### src/sv/assert_macros.svh
// Assertion helpers for the RTL of the ARP cache resolver.
// Every macro expects a clock named aclk and an active-low reset named aresetn.
`ifndef ASSERT_MACROS_SVH
`define ASSERT_MACROS_SVH

// Property checked at every clock edge while reset is released.
`define ASSERT_ALWAYS(lbl, prop, msg) \
    lbl: assert property (@(posedge aclk) disable iff (!aresetn) (prop)) else $error(msg);

// Overlapping implication: cons must hold in the cycle of ante.
`define ASSERT_IMPLY(lbl, ante, cons, msg) \
    lbl: assert property (@(posedge aclk) disable iff (!aresetn) (ante) |-> (cons)) \
        else $error(msg);

// Next-cycle implication: cons must hold in the cycle after ante.
`define ASSERT_NEXT(lbl, ante, cons, msg) \
    lbl: assert property (@(posedge aclk) disable iff (!aresetn) (ante) |=> (cons)) \
        else $error(msg);

`endif

### src/sv/arpc_pkg.sv
// Types and constants for the ARP cache resolver.
// No dependencies; imported by arp_cache_resolver.
`default_nettype none

package arpc_pkg;

    localparam logic [1:0] OP_RESOLVE = 2'd0;
    localparam logic [1:0] OP_FRAME   = 2'd1;
    localparam logic [1:0] OP_TICK    = 2'd2;

    localparam logic [3:0] K_RESOLVED = 4'd0;
    localparam logic [3:0] K_HELD     = 4'd1;
    localparam logic [3:0] K_REQUEST  = 4'd2;
    localparam logic [3:0] K_REPLY    = 4'd3;
    localparam logic [3:0] K_RELEASE  = 4'd4;
    localparam logic [3:0] K_LEARNED  = 4'd5;
    localparam logic [3:0] K_AGED     = 4'd6;
    localparam logic [3:0] K_DROPPED  = 4'd7;
    localparam logic [3:0] K_FULL     = 4'd8;
    localparam logic [3:0] K_NONE     = 4'd9;

    localparam logic [1:0] DR_LENGTH = 2'd0;
    localparam logic [1:0] DR_FIELDS = 2'd1;
    localparam logic [1:0] DR_NOTME  = 2'd2;
    localparam logic [1:0] DR_OPER   = 2'd3;

    localparam logic [2:0] CFG_MY_IP     = 3'd0;
    localparam logic [2:0] CFG_MY_MAC    = 3'd1;
    localparam logic [2:0] CFG_SWEEP     = 3'd2;
    localparam logic [2:0] CFG_IDLE      = 3'd3;
    localparam logic [2:0] CFG_RETRY_GAP = 3'd4;
    localparam logic [2:0] CFG_BURST     = 3'd5;
    localparam logic [2:0] CFG_BACKOFF   = 3'd6;

    localparam logic [31:0] LOOPBACK_IP = 32'h7F00_0001;
    localparam logic [15:0] FRAME_LEN   = 16'd46;
    localparam logic [15:0] HW_ETHER    = 16'd1;
    localparam logic [15:0] PROTO_IPV4  = 16'h0800;
    localparam logic [7:0]  HW_LEN      = 8'd6;
    localparam logic [7:0]  PROTO_LEN   = 8'd4;
    localparam logic [15:0] ARP_REQUEST = 16'd1;
    localparam logic [15:0] ARP_REPLY   = 16'd2;

    localparam int          MAX_RESULTS = 16;
    localparam logic [4:0]  MAX_RES_CNT = 5'd16;

    typedef struct packed {
        logic [31:0] ip;
        logic [47:0] mac;
        logic        known;
        logic [31:0] last_used;
        logic [31:0] last_sent;
        logic [3:0]  tries;
    } entry_t;

    typedef struct packed {
        logic [3:0]  kind;
        logic [31:0] ip;
        logic [47:0] mac;
        logic [1:0]  reason;
    } result_t;

endpackage

`default_nettype wire

### src/sv/arp_cache_resolver.sv
// ARP cache resolver: a resolve request, a parsed ARP frame or a one-second tick per
// transaction. A resolve or reply frame scans the slots in order until it finds a match, and
// its result passes through the pending and output registers; a sweep scans every slot unless
// the result limit ends it early, and can wait on output stalls. One transaction at a time; the
// scan presents each slot to the entry memory and evaluates only occupied rows in a second state.
// Reset (synchronous, active low) clears all valid bits, time, control state and configuration
// registers to defaults; the entry memory itself is not cleared and needs no clearing pass.
`default_nettype none
`include "assert_macros.svh"

module arp_cache_resolver #(
    parameter int ENTRIES = 16
) (
    input  wire logic        aclk,
    input  wire logic        aresetn,
    // Configuration writes.
    input  wire logic        cfg_we,
    input  wire logic [2:0]  cfg_index,
    input  wire logic [47:0] cfg_data,
    // Input transactions.
    input  wire logic        s_valid,
    output logic             s_ready,
    input  wire logic [1:0]  s_opcode,
    input  wire logic [31:0] s_ip_address,
    input  wire logic [31:0] s_target_ip,
    input  wire logic [47:0] s_sender_mac,
    input  wire logic [15:0] s_hardware_type,
    input  wire logic [15:0] s_protocol_type,
    input  wire logic [7:0]  s_hw_addr_len,
    input  wire logic [7:0]  s_proto_addr_len,
    input  wire logic [15:0] s_arp_operation,
    input  wire logic [15:0] s_frame_length,
    // Result transactions.
    output logic             m_valid,
    input  wire logic        m_ready,
    output logic [3:0]       m_result_kind,
    output logic [31:0]      m_peer_ip,
    output logic [47:0]      m_peer_mac,
    output logic [1:0]       m_drop_reason,
    output logic             m_last
);
    import arpc_pkg::*;

    localparam int IDX_W = (ENTRIES > 1) ? $clog2(ENTRIES) : 1;
    localparam logic [IDX_W-1:0] LAST_IDX = IDX_W'(ENTRIES - 1);

    // Controller states. Lookup and sweep each take two states per occupied slot: one to
    // present the address to the memory, one to evaluate the registered row. Empty slots skip the second.
    localparam logic [2:0] S_IDLE  = 3'd0;
    localparam logic [2:0] S_LK_RD = 3'd1;
    localparam logic [2:0] S_LK_EV = 3'd2;
    localparam logic [2:0] S_MISS  = 3'd3;
    localparam logic [2:0] S_SW_RD = 3'd4;
    localparam logic [2:0] S_SW_EV = 3'd5;
    localparam logic [2:0] S_FLUSH = 3'd6;

    // Configuration registers.
    logic [31:0] my_ip_reg;
    logic [47:0] my_mac_reg;
    logic [7:0]  sweep_reg;
    logic [15:0] idle_reg;
    logic [7:0]  rgap_reg;
    logic [3:0]  burst_reg;
    logic [15:0] bgap_reg;

    logic [2:0]         state_reg, state_next;
    logic [IDX_W-1:0]   idx_reg, idx_next;
    logic               free_ok_reg, free_ok_next;
    logic [IDX_W-1:0]   free_idx_reg, free_idx_next;
    logic [4:0]         cnt_reg, cnt_next;
    logic [ENTRIES-1:0] valid_reg, valid_next;
    logic [31:0]        now_reg, now_next;
    logic [7:0]         cd_reg, cd_next;

    // Latched request fields.
    logic [1:0]  op_reg, op_next;
    logic [31:0] ip_reg, ip_next;
    logic [47:0] smac_reg, smac_next;

    // A sweep cannot tell which result is its final one until it ends, so each
    // result waits in a pending register and moves to the output register when
    // the next one shows up or when the transaction finishes.
    logic    pend_vld_reg, pend_vld_next;
    result_t pend_reg, pend_next;
    logic    out_vld_reg, out_vld_next;
    result_t out_reg, out_next;
    logic    out_last_reg, out_last_next;

    // Entry memory: one row per slot, single write port, registered read.
    entry_t           mem [ENTRIES];
    entry_t           rdata_reg;
    logic             mem_we;
    logic [IDX_W-1:0] mem_waddr;
    entry_t           mem_wdata;

    always_ff @(posedge aclk) begin
        if (mem_we) begin
            mem[mem_waddr] <= mem_wdata;
        end
        rdata_reg <= mem[idx_reg];
    end

    // Configuration port.
    always_ff @(posedge aclk) begin
        if (!aresetn) begin
            my_ip_reg  <= '0;
            my_mac_reg <= '0;
            sweep_reg  <= 8'd5;
            idle_reg   <= 16'd200;
            rgap_reg   <= 8'd1;
            burst_reg  <= 4'd5;
            bgap_reg   <= 16'd20;
        end else if (cfg_we) begin
            case (cfg_index)
                CFG_MY_IP:     my_ip_reg  <= cfg_data[31:0];
                CFG_MY_MAC:    my_mac_reg <= cfg_data;
                CFG_SWEEP:     sweep_reg  <= cfg_data[7:0];
                CFG_IDLE:      idle_reg   <= cfg_data[15:0];
                CFG_RETRY_GAP: rgap_reg   <= cfg_data[7:0];
                CFG_BURST:     burst_reg  <= cfg_data[3:0];
                CFG_BACKOFF:   bgap_reg   <= cfg_data[15:0];
                default: begin
                end
            endcase
        end
    end

    logic        out_free;
    logic        can_put;
    logic        put_req;
    result_t     put_res;
    logic [7:0]  interval;
    logic [7:0]  cd_inc;
    logic [31:0] since_used;
    logic [31:0] since_sent;
    logic        aged;
    logic        retry_now;
    logic        backoff_now;
    logic        sw_event;
    logic        hdr_ok;
    logic        is_self;
    entry_t      upd;

    assign out_free = !out_vld_reg || m_ready;
    assign can_put  = !pend_vld_reg || out_free;
    assign interval = (sweep_reg == 8'd0) ? 8'd1 : sweep_reg;
    assign cd_inc   = cd_reg + 8'd1;

    assign hdr_ok = (s_hw_addr_len == HW_LEN) && (s_proto_addr_len == PROTO_LEN) &&
                    (s_protocol_type == PROTO_IPV4) && (s_hardware_type == HW_ETHER);
    assign is_self = (ip_reg == LOOPBACK_IP) || (ip_reg == my_ip_reg);

    // Sweep decisions on the row just read.
    assign since_used  = now_reg - rdata_reg.last_used;
    assign since_sent  = now_reg - rdata_reg.last_sent;
    assign aged        = since_used >= {16'd0, idle_reg};
    assign retry_now   = (since_sent >= {24'd0, rgap_reg}) && (rdata_reg.tries < burst_reg);
    assign backoff_now = since_sent >= {16'd0, bgap_reg};
    assign sw_event    = aged || (!rdata_reg.known && (retry_now || backoff_now));

    always_comb begin
        state_next    = state_reg;
        idx_next      = idx_reg;
        free_ok_next  = free_ok_reg;
        free_idx_next = free_idx_reg;
        cnt_next      = cnt_reg;
        valid_next    = valid_reg;
        now_next      = now_reg;
        cd_next       = cd_reg;
        op_next       = op_reg;
        ip_next       = ip_reg;
        smac_next     = smac_reg;
        pend_vld_next = pend_vld_reg;
        pend_next     = pend_reg;
        out_vld_next  = out_vld_reg && !m_ready;
        out_next      = out_reg;
        out_last_next = out_last_reg;
        put_req       = 1'b0;
        put_res       = '{kind: K_NONE, ip: ip_reg, mac: 48'd0, reason: DR_LENGTH};
        mem_we        = 1'b0;
        mem_waddr     = idx_reg;
        mem_wdata     = rdata_reg;
        upd           = rdata_reg;
        s_ready       = 1'b0;

        case (state_reg)
            S_IDLE: begin
                s_ready = 1'b1;
                if (s_valid) begin
                    op_next       = s_opcode;
                    ip_next       = s_ip_address;
                    smac_next     = s_sender_mac;
                    idx_next      = '0;
                    free_ok_next  = 1'b0;
                    free_idx_next = '0;
                    cnt_next      = '0;
                    put_res.ip    = s_ip_address;
                    case (s_opcode)
                        OP_RESOLVE: begin
                            if (s_ip_address == my_ip_reg || s_ip_address == LOOPBACK_IP) begin
                                put_req      = 1'b1;
                                put_res.kind = K_RESOLVED;
                                put_res.mac  = my_mac_reg;
                                state_next   = S_FLUSH;
                            end else begin
                                state_next = S_LK_RD;
                            end
                        end
                        OP_FRAME: begin
                            if (s_frame_length != FRAME_LEN) begin
                                put_req        = 1'b1;
                                put_res.kind   = K_DROPPED;
                                put_res.reason = DR_LENGTH;
                                state_next     = S_FLUSH;
                            end else if (!hdr_ok) begin
                                put_req        = 1'b1;
                                put_res.kind   = K_DROPPED;
                                put_res.reason = DR_FIELDS;
                                state_next     = S_FLUSH;
                            end else if (s_arp_operation == ARP_REQUEST) begin
                                put_req    = 1'b1;
                                state_next = S_FLUSH;
                                if (s_target_ip == my_ip_reg) begin
                                    put_res.kind = K_REPLY;
                                    put_res.mac  = s_sender_mac;
                                end else begin
                                    put_res.kind   = K_DROPPED;
                                    put_res.reason = DR_NOTME;
                                end
                            end else if (s_arp_operation != ARP_REPLY) begin
                                put_req        = 1'b1;
                                put_res.kind   = K_DROPPED;
                                put_res.reason = DR_OPER;
                                state_next     = S_FLUSH;
                            end else begin
                                state_next = S_LK_RD;
                            end
                        end
                        OP_TICK: begin
                            now_next = now_reg + 32'd1;
                            if (cd_inc >= interval) begin
                                cd_next    = '0;
                                state_next = S_SW_RD;
                            end else begin
                                cd_next = cd_inc;
                            end
                        end
                        default: begin
                        end
                    endcase
                end
            end

            // Lookup: the memory presents row idx in the next cycle. Free
            // slots are noted on the way so a miss needs no second pass.
            S_LK_RD: begin
                if (valid_reg[idx_reg]) begin
                    state_next = S_LK_EV;
                end else begin
                    if (!free_ok_reg) begin
                        free_ok_next  = 1'b1;
                        free_idx_next = idx_reg;
                    end
                    if (idx_reg == LAST_IDX) begin
                        state_next = S_MISS;
                    end else begin
                        idx_next = idx_reg + 1'b1;
                    end
                end
            end

            S_LK_EV: begin
                if (rdata_reg.ip == ip_reg) begin
                    put_req    = 1'b1;
                    state_next = S_FLUSH;
                    if (op_reg == OP_RESOLVE) begin
                        if (rdata_reg.known) begin
                            upd.last_used = now_reg;
                            mem_we        = 1'b1;
                            mem_wdata     = upd;
                            put_res.kind  = K_RESOLVED;
                            put_res.mac   = rdata_reg.mac;
                        end else begin
                            put_res.kind = K_HELD;
                        end
                    end else begin
                        // A reply resolves a pending entry or refreshes a known one.
                        upd.mac       = smac_reg;
                        upd.known     = 1'b1;
                        upd.last_used = now_reg;
                        mem_we        = 1'b1;
                        mem_wdata     = upd;
                        put_res.kind  = rdata_reg.known ? K_LEARNED : K_RELEASE;
                    end
                end else if (idx_reg == LAST_IDX) begin
                    state_next = S_MISS;
                end else begin
                    idx_next   = idx_reg + 1'b1;
                    state_next = S_LK_RD;
                end
            end

            S_MISS: begin
                put_req    = 1'b1;
                state_next = S_FLUSH;
                mem_waddr  = free_idx_reg;
                mem_wdata  = '{ip: ip_reg, mac: 48'd0, known: 1'b0, last_used: now_reg,
                               last_sent: now_reg, tries: 4'd1};
                if (op_reg == OP_FRAME && is_self) begin
                    put_res.kind = K_NONE;
                end else if (!free_ok_reg) begin
                    put_res.kind = K_FULL;
                end else begin
                    mem_we                  = 1'b1;
                    valid_next[free_idx_reg] = 1'b1;
                    if (op_reg == OP_RESOLVE) begin
                        put_res.kind = K_REQUEST;
                    end else begin
                        mem_wdata.mac   = smac_reg;
                        mem_wdata.known = 1'b1;
                        put_res.kind    = K_LEARNED;
                    end
                end
            end

            // Sweep in slot order: aging first, then request resends.
            S_SW_RD: begin
                if (valid_reg[idx_reg]) begin
                    state_next = S_SW_EV;
                end else if (idx_reg == LAST_IDX) begin
                    state_next = pend_vld_reg ? S_FLUSH : S_IDLE;
                end else begin
                    idx_next = idx_reg + 1'b1;
                end
            end

            S_SW_EV: begin
                if (!sw_event || can_put) begin
                    if (sw_event) begin
                        put_req    = 1'b1;
                        put_res.ip = rdata_reg.ip;
                        cnt_next   = cnt_reg + 5'd1;
                        if (aged) begin
                            valid_next[idx_reg] = 1'b0;
                            put_res.kind        = K_AGED;
                        end else begin
                            upd.last_sent = now_reg;
                            upd.tries     = retry_now ? rdata_reg.tries + 4'd1 : 4'd1;
                            mem_we        = 1'b1;
                            mem_wdata     = upd;
                            put_res.kind  = K_REQUEST;
                        end
                    end
                    if (idx_reg == LAST_IDX || (sw_event && cnt_reg + 5'd1 == MAX_RES_CNT)) begin
                        state_next = (pend_vld_reg || sw_event) ? S_FLUSH : S_IDLE;
                    end else begin
                        idx_next   = idx_reg + 1'b1;
                        state_next = S_SW_RD;
                    end
                end
            end

            S_FLUSH: begin
                if (out_free) begin
                    out_vld_next  = 1'b1;
                    out_next      = pend_reg;
                    out_last_next = 1'b1;
                    pend_vld_next = 1'b0;
                    state_next    = S_IDLE;
                end
            end

            default: begin
                state_next = S_IDLE;
            end
        endcase

        // A new result pushes the previous pending one out as a non-final result.
        if (put_req) begin
            if (pend_vld_reg) begin
                out_vld_next  = 1'b1;
                out_next      = pend_reg;
                out_last_next = 1'b0;
            end
            pend_vld_next = 1'b1;
            pend_next     = put_res;
        end
    end

    always_ff @(posedge aclk) begin
        if (!aresetn) begin
            state_reg    <= S_IDLE;
            valid_reg    <= '0;
            now_reg      <= '0;
            cd_reg       <= '0;
            pend_vld_reg <= 1'b0;
            out_vld_reg  <= 1'b0;
            cnt_reg      <= '0;
            idx_reg      <= '0;
            free_ok_reg  <= 1'b0;
        end else begin
            state_reg    <= state_next;
            valid_reg    <= valid_next;
            now_reg      <= now_next;
            cd_reg       <= cd_next;
            pend_vld_reg <= pend_vld_next;
            out_vld_reg  <= out_vld_next;
            cnt_reg      <= cnt_next;
            idx_reg      <= idx_next;
            free_ok_reg  <= free_ok_next;
        end
        free_idx_reg <= free_idx_next;
        op_reg       <= op_next;
        ip_reg       <= ip_next;
        smac_reg     <= smac_next;
        pend_reg     <= pend_next;
        out_reg      <= out_next;
        out_last_reg <= out_last_next;
    end

    assign m_valid       = out_vld_reg;
    assign m_result_kind = out_reg.kind;
    assign m_peer_ip     = out_reg.ip;
    assign m_peer_mac    = out_reg.mac;
    assign m_drop_reason = out_reg.reason;
    assign m_last        = out_last_reg;

    // Nothing may be left pending once the controller is back to idle.
    `ASSERT_IMPLY(a_idle_no_pend, state_reg == S_IDLE, !pend_vld_reg, "pending result in idle")
    // A resolve request always yields a result, so it never returns straight to idle.
    `ASSERT_NEXT(a_resolve_busy, s_valid && s_ready && s_opcode == OP_RESOLVE,
                 state_reg != S_IDLE, "resolve finished without result")
    // A sweep never reports more results than the limit.
    `ASSERT_ALWAYS(a_cnt_limit, cnt_reg <= MAX_RES_CNT, "sweep result count over limit")
    // Every accepted tick advances time by one second.
    `ASSERT_NEXT(a_tick_time, s_valid && s_ready && s_opcode == OP_TICK,
                 now_reg == $past(now_reg) + 32'd1, "tick did not advance time")

endmodule

`default_nettype wire
### config.mk
export PLATFORM = sky130hd
export DESIGN_NAME = arp_cache_resolver
export DESIGN_NICKNAME = d
export VERILOG_FILES = /design/src/sv/arpc_pkg.sv /design/src/sv/arp_cache_resolver.sv
export VERILOG_INCLUDE_DIRS = /design/src /design/src/sv
export SDC_FILE = /design/constraint.sdc
export NUM_CORES = 2
export LEC_CHECK = 0
export ABC_AREA = 1
export BUFFER_PORTS_ARGS = -buffer_cell sky130_fd_sc_hd__buf_2
export CELL_PAD_IN_SITES_DETAIL_PLACEMENT = 0
export CELL_PAD_IN_SITES_GLOBAL_PLACEMENT = 1
export CORE_MARGIN = 2
export CORE_UTILIZATION = 35
export DETAILED_ROUTE_END_ITERATION = 16
export PLACE_DENSITY_LB_ADDON = 0.1
export SLEW_MARGIN = 20
export SYNTH_ARGS = -nofsm -noshare
export SYNTH_HDL_FRONTEND = slang
export SYNTH_SLANG_ARGS = --single-unit
### constraint.sdc
create_clock -name aclk -period 14.75 [get_ports aclk]
set_input_delay 2.2125 -clock aclk [delete_from_list [all_inputs] [get_ports aclk]]
set_output_delay 2.2125 -clock aclk [all_outputs]
set_load 0.05 [all_outputs]
==> results_dict.tcl <==
set metrics [dict create \
    p_leak_uw 0.0502 \
    final_layout_size_suffix_gt1_share_pct 10.7 \
    dp_hpwl_um 269000 \
    path_buf_inv 4 \
    fp.dieH_um 599 \
    max_freq_mhz 132 \
    path_class "register to register" \
    reg2reg_depth 23 \
    seq_area_frac_synth_pct 69.1 \
    grt_max_degree 230 \
    min_from "pend_reg[6]" \
    routed_wl_um 451000 \
    io_pins 339 \
    clk-insertion-delay-late_ps 940 \
    hold_end "m_peer_mac[4]" \
    first_pass_iters 6 \
    grt_usage_pct 24.5 \
    synth_cells 11100 \
    critPathMaxFanout 88 \
    fin_skew_ps 41.5 \
    coreArea_um2 352000 \
    cts_buffers 336 \
    postCtsSetupBuffers 0 \
    portBuffers 338 \
    drv_slew 0 \
    reg2reg_from "now_reg[1]" \
    grt_pass1_wl_um 637000 \
    cp.arrival_ps 8450 \
    syn_area_um2 124000 \
    crit_required_ps 15600 \
    synth_largest_area_cell "edfxtp_1" \
    setup_tns_ps 0 \
    start_kind "register" \
    async_flop_share_pct 0 \
    cts.sinks 2995 \
    die_x_um 599 \
    grt_pass1_vias 85100 \
    finish.net_count 11700 \
    ys_ff_latch 2995 \
    start_util_pct 35.1 \
    path_clk_slew_ps 60 \
    post-place-ws_ps 7150 \
    globalplace.congestion 0.871 \
    route.vias.total 88200 \
    hold_viol 0 \
    setup_ws_ps 7150 \
    first_iter_violations 8299 \
    ant_nets 0 \
    grt.overflow.total 0 \
    synthDistinctLibCells 66 \
    root_buffer "clkbuf_16" \
    slowest_stage "nand2_8" \
    row_count 218 \
    setup_violations 0 \
    max_slew_margin_pct 16.4 \
    max_stage_delay_ps 1010 \
    p_per_area_nw_per_um2 194 \
    placed_area_um2 131000 \
    cts_tree "built" \
    max-cap-violations 0 \
    hold_path.class "register to register" \
    finalCriticalPeriod_ps 7600 \
    crit_chain "inv_1, fa_1, inv_1, nand3_1, nand3_1, nand3_1, nand3_1, xor2_1, inv_1, ha_1, nand4_1, a21oi_1, nor2_1, nand2_2, nand2_4, nand2_4, nand3_4, nand2_8, nand2_4, nand2_4, buf_4, nand2_1, nand2_1" \
    antenna_found_initial 57 \
    yosysTopAreaCellShare_pct 62.0 \
    reg2reg_slack_ps 7150 \
    worstReg2RegEnd "m_result_kind[2]" \
    h-tree-depth 5 \
    cts_buffer_depth 4 \
    cts_resized 0 \
    largest_register_ffs 2384 \
    post_drt_via_cell_ratio 5.39 \
    syn_to_final_growth_pct 15.1 \
    holdPathStages 2 \
    path_delay_family "simple AND/OR/NAND/NOR gates" \
    cts_hold_buffers 0 \
    worst_pin_slew_ps 1250 \
    cp.depth 23 \
    yosys_warnings 0 \
    drc 0 \
    post_drt_wl_per_cell_um 27.6 \
    synth.area.top_cells "edfxtp_1 62%, dfxtp_1 7.1%, o21ai_0 6.4%, nor2_1 4.9%, nand2_1 4.7%" \
    syn_nets 11400 \
    end_kind "register" \
    ys.flop_type "edfxtp_1" \
    fin_crit_sh_pct 51.5 \
    status "finished, final reports clean" \
    rsz0062_at_grt "false" \
    irDropWorstVdd_mv 0.140 \
    dieArea_um2 358000 \
    fin_area_um2 142000 \
    synth_area_per_cell_um2 11.2 \
    synth_edf_count 2556 \
]
==> routing by layer <==
metal	vias to the layer above	part of all wire, %	global-route usage [%]
met1	44900	45	34.4
met3	527	5.3	2.92
met4	6	2.6	6.80
met5	-	0.0091	0
li1	40100	-	-
met2	2726	47	40.2
==> report_power, final <==
part           total (uW)  internal [uW]  leakage [uW]  switching [uW]
Sequential          11200          10900        0.0267             363
Clock                8310           4820       0.00532            3490
Combinational        8140           2010        0.0182            6120
==> through the flow <==
stage               total power [uW]  hold slack (ps)  instances  util [%]
floorplan                      16100              412      11100         -
CTS                            27900              429      16300      40.3
global route                   29000              451      16300      40.4
detailed placement             19500              422      15700      37.3
global placement               19500              420      15700      37.2
finish                         27700              429      16400      40.4
==> cells by family (layout without fill, tap and decap cells) <==
family          after synthesis  count (layout)  share of synthesized area [%]
compound gates             2656            2656                           11.9
fa+ha+maj                   128             128                           1.31
flops                      2995            2995                           69.1
other cells                   0              32                              0
simple gates               3869            3869                           12.9
xor+xnor                    120             120                          0.855
buf+inv                    1282            1829                           3.97
==> worst reg2reg max path: stages, from the launching register on <==
cell     delay (ps)
dfxtp_1         560
inv_1           230
fa_1            500
inv_1           130
nand3_1          80
nand3_1         150
nand3_1         100
nand3_1         200
xor2_1          220
inv_1            60
ha_1            270
nand4_1         110
a21oi_1         250
nor2_1          250
nand2_2         190
nand2_4          90
nand2_4         110
nand3_4         510
nand2_8        1030
nand2_4         740
nand2_4         520
buf_4           710
nand2_1         400
nand2_1         100
==> how the worst max path moves through the flow <==
stage | end | slack [ps] | startpoint
after CTS | m_result_kind[2] | 7080 | now_reg[1]
after floorplan | mem[11][0] | 4430 | now_reg[0]
after global routing | m_result_kind[2] | 6730 | now_reg[1]
after global placement | mem[6][21] | 7070 | now_reg[0]
final | m_result_kind[2] | 7150 | now_reg[1]
after detailed placement | m_result_kind[2] | 7150 | now_reg[1]
==> synth_stat cells, drive strengths merged, types with 2 or more instances <==
| master | n |
|---|---|
| edfxtp | 2556 |
| nor2 | 1629 |
| o21ai | 1612 |
| nand2 | 1571 |
| o22ai | 671 |
| inv | 642 |
| clkbuf | 590 |
| dfxtp | 439 |
| nand3 | 310 |
| nand4 | 218 |
| a21oi | 195 |
| ha | 126 |
| xnor2 | 76 |
| o211ai | 59 |
| nor4 | 56 |
| buf | 46 |
| xor2 | 44 |
| nor3 | 42 |
| o21bai | 32 |
| o2111ai | 24 |
| or2 | 17 |
| nand3b | 13 |
| a221oi | 11 |
| a22oi | 10 |
| o21a | 8 |
| o221a | 8 |
| a211oi | 7 |
| a21o | 5 |
| and2 | 5 |
| clkinv | 4 |
| a31oi | 3 |
| nor3b | 3 |
| and3 | 2 |
| fa | 2 |
| o311ai | 2 |
| o31ai | 2 |
==> cell type report <==
| type | instances | area (um2) |
|---|---|---|
| clock buffers | 466 | 9360 |
| diodes | 32 | 80.1 |
| fillers | 33800 | 210000 |
| well taps | 4730 | 5920 |
| inverters | 646 | 2450 |
| multi-input cells | 6773 | 33900 |
| clock inverters | 147 | 1480 |
| repair buffers | 570 | 3720 |
| flip-flops and latches | 2995 | 85500 |
==> cell usage in the layout (no fill, tap or decap), types with 208 or more instances in the layout <==
cell type / n
edfxtp_1: 2556
nor2_1: 1594
o21ai_0: 1550
nand2_1: 1547
o22ai_1: 641
inv_1: 634
dfxtp_1: 437
clkbuf_16: 341
buf_2: 337
nand3_1: 307
nand4_1: 217
buf_4: 208
Note: power is estimated with default switching activity, not from simulation.
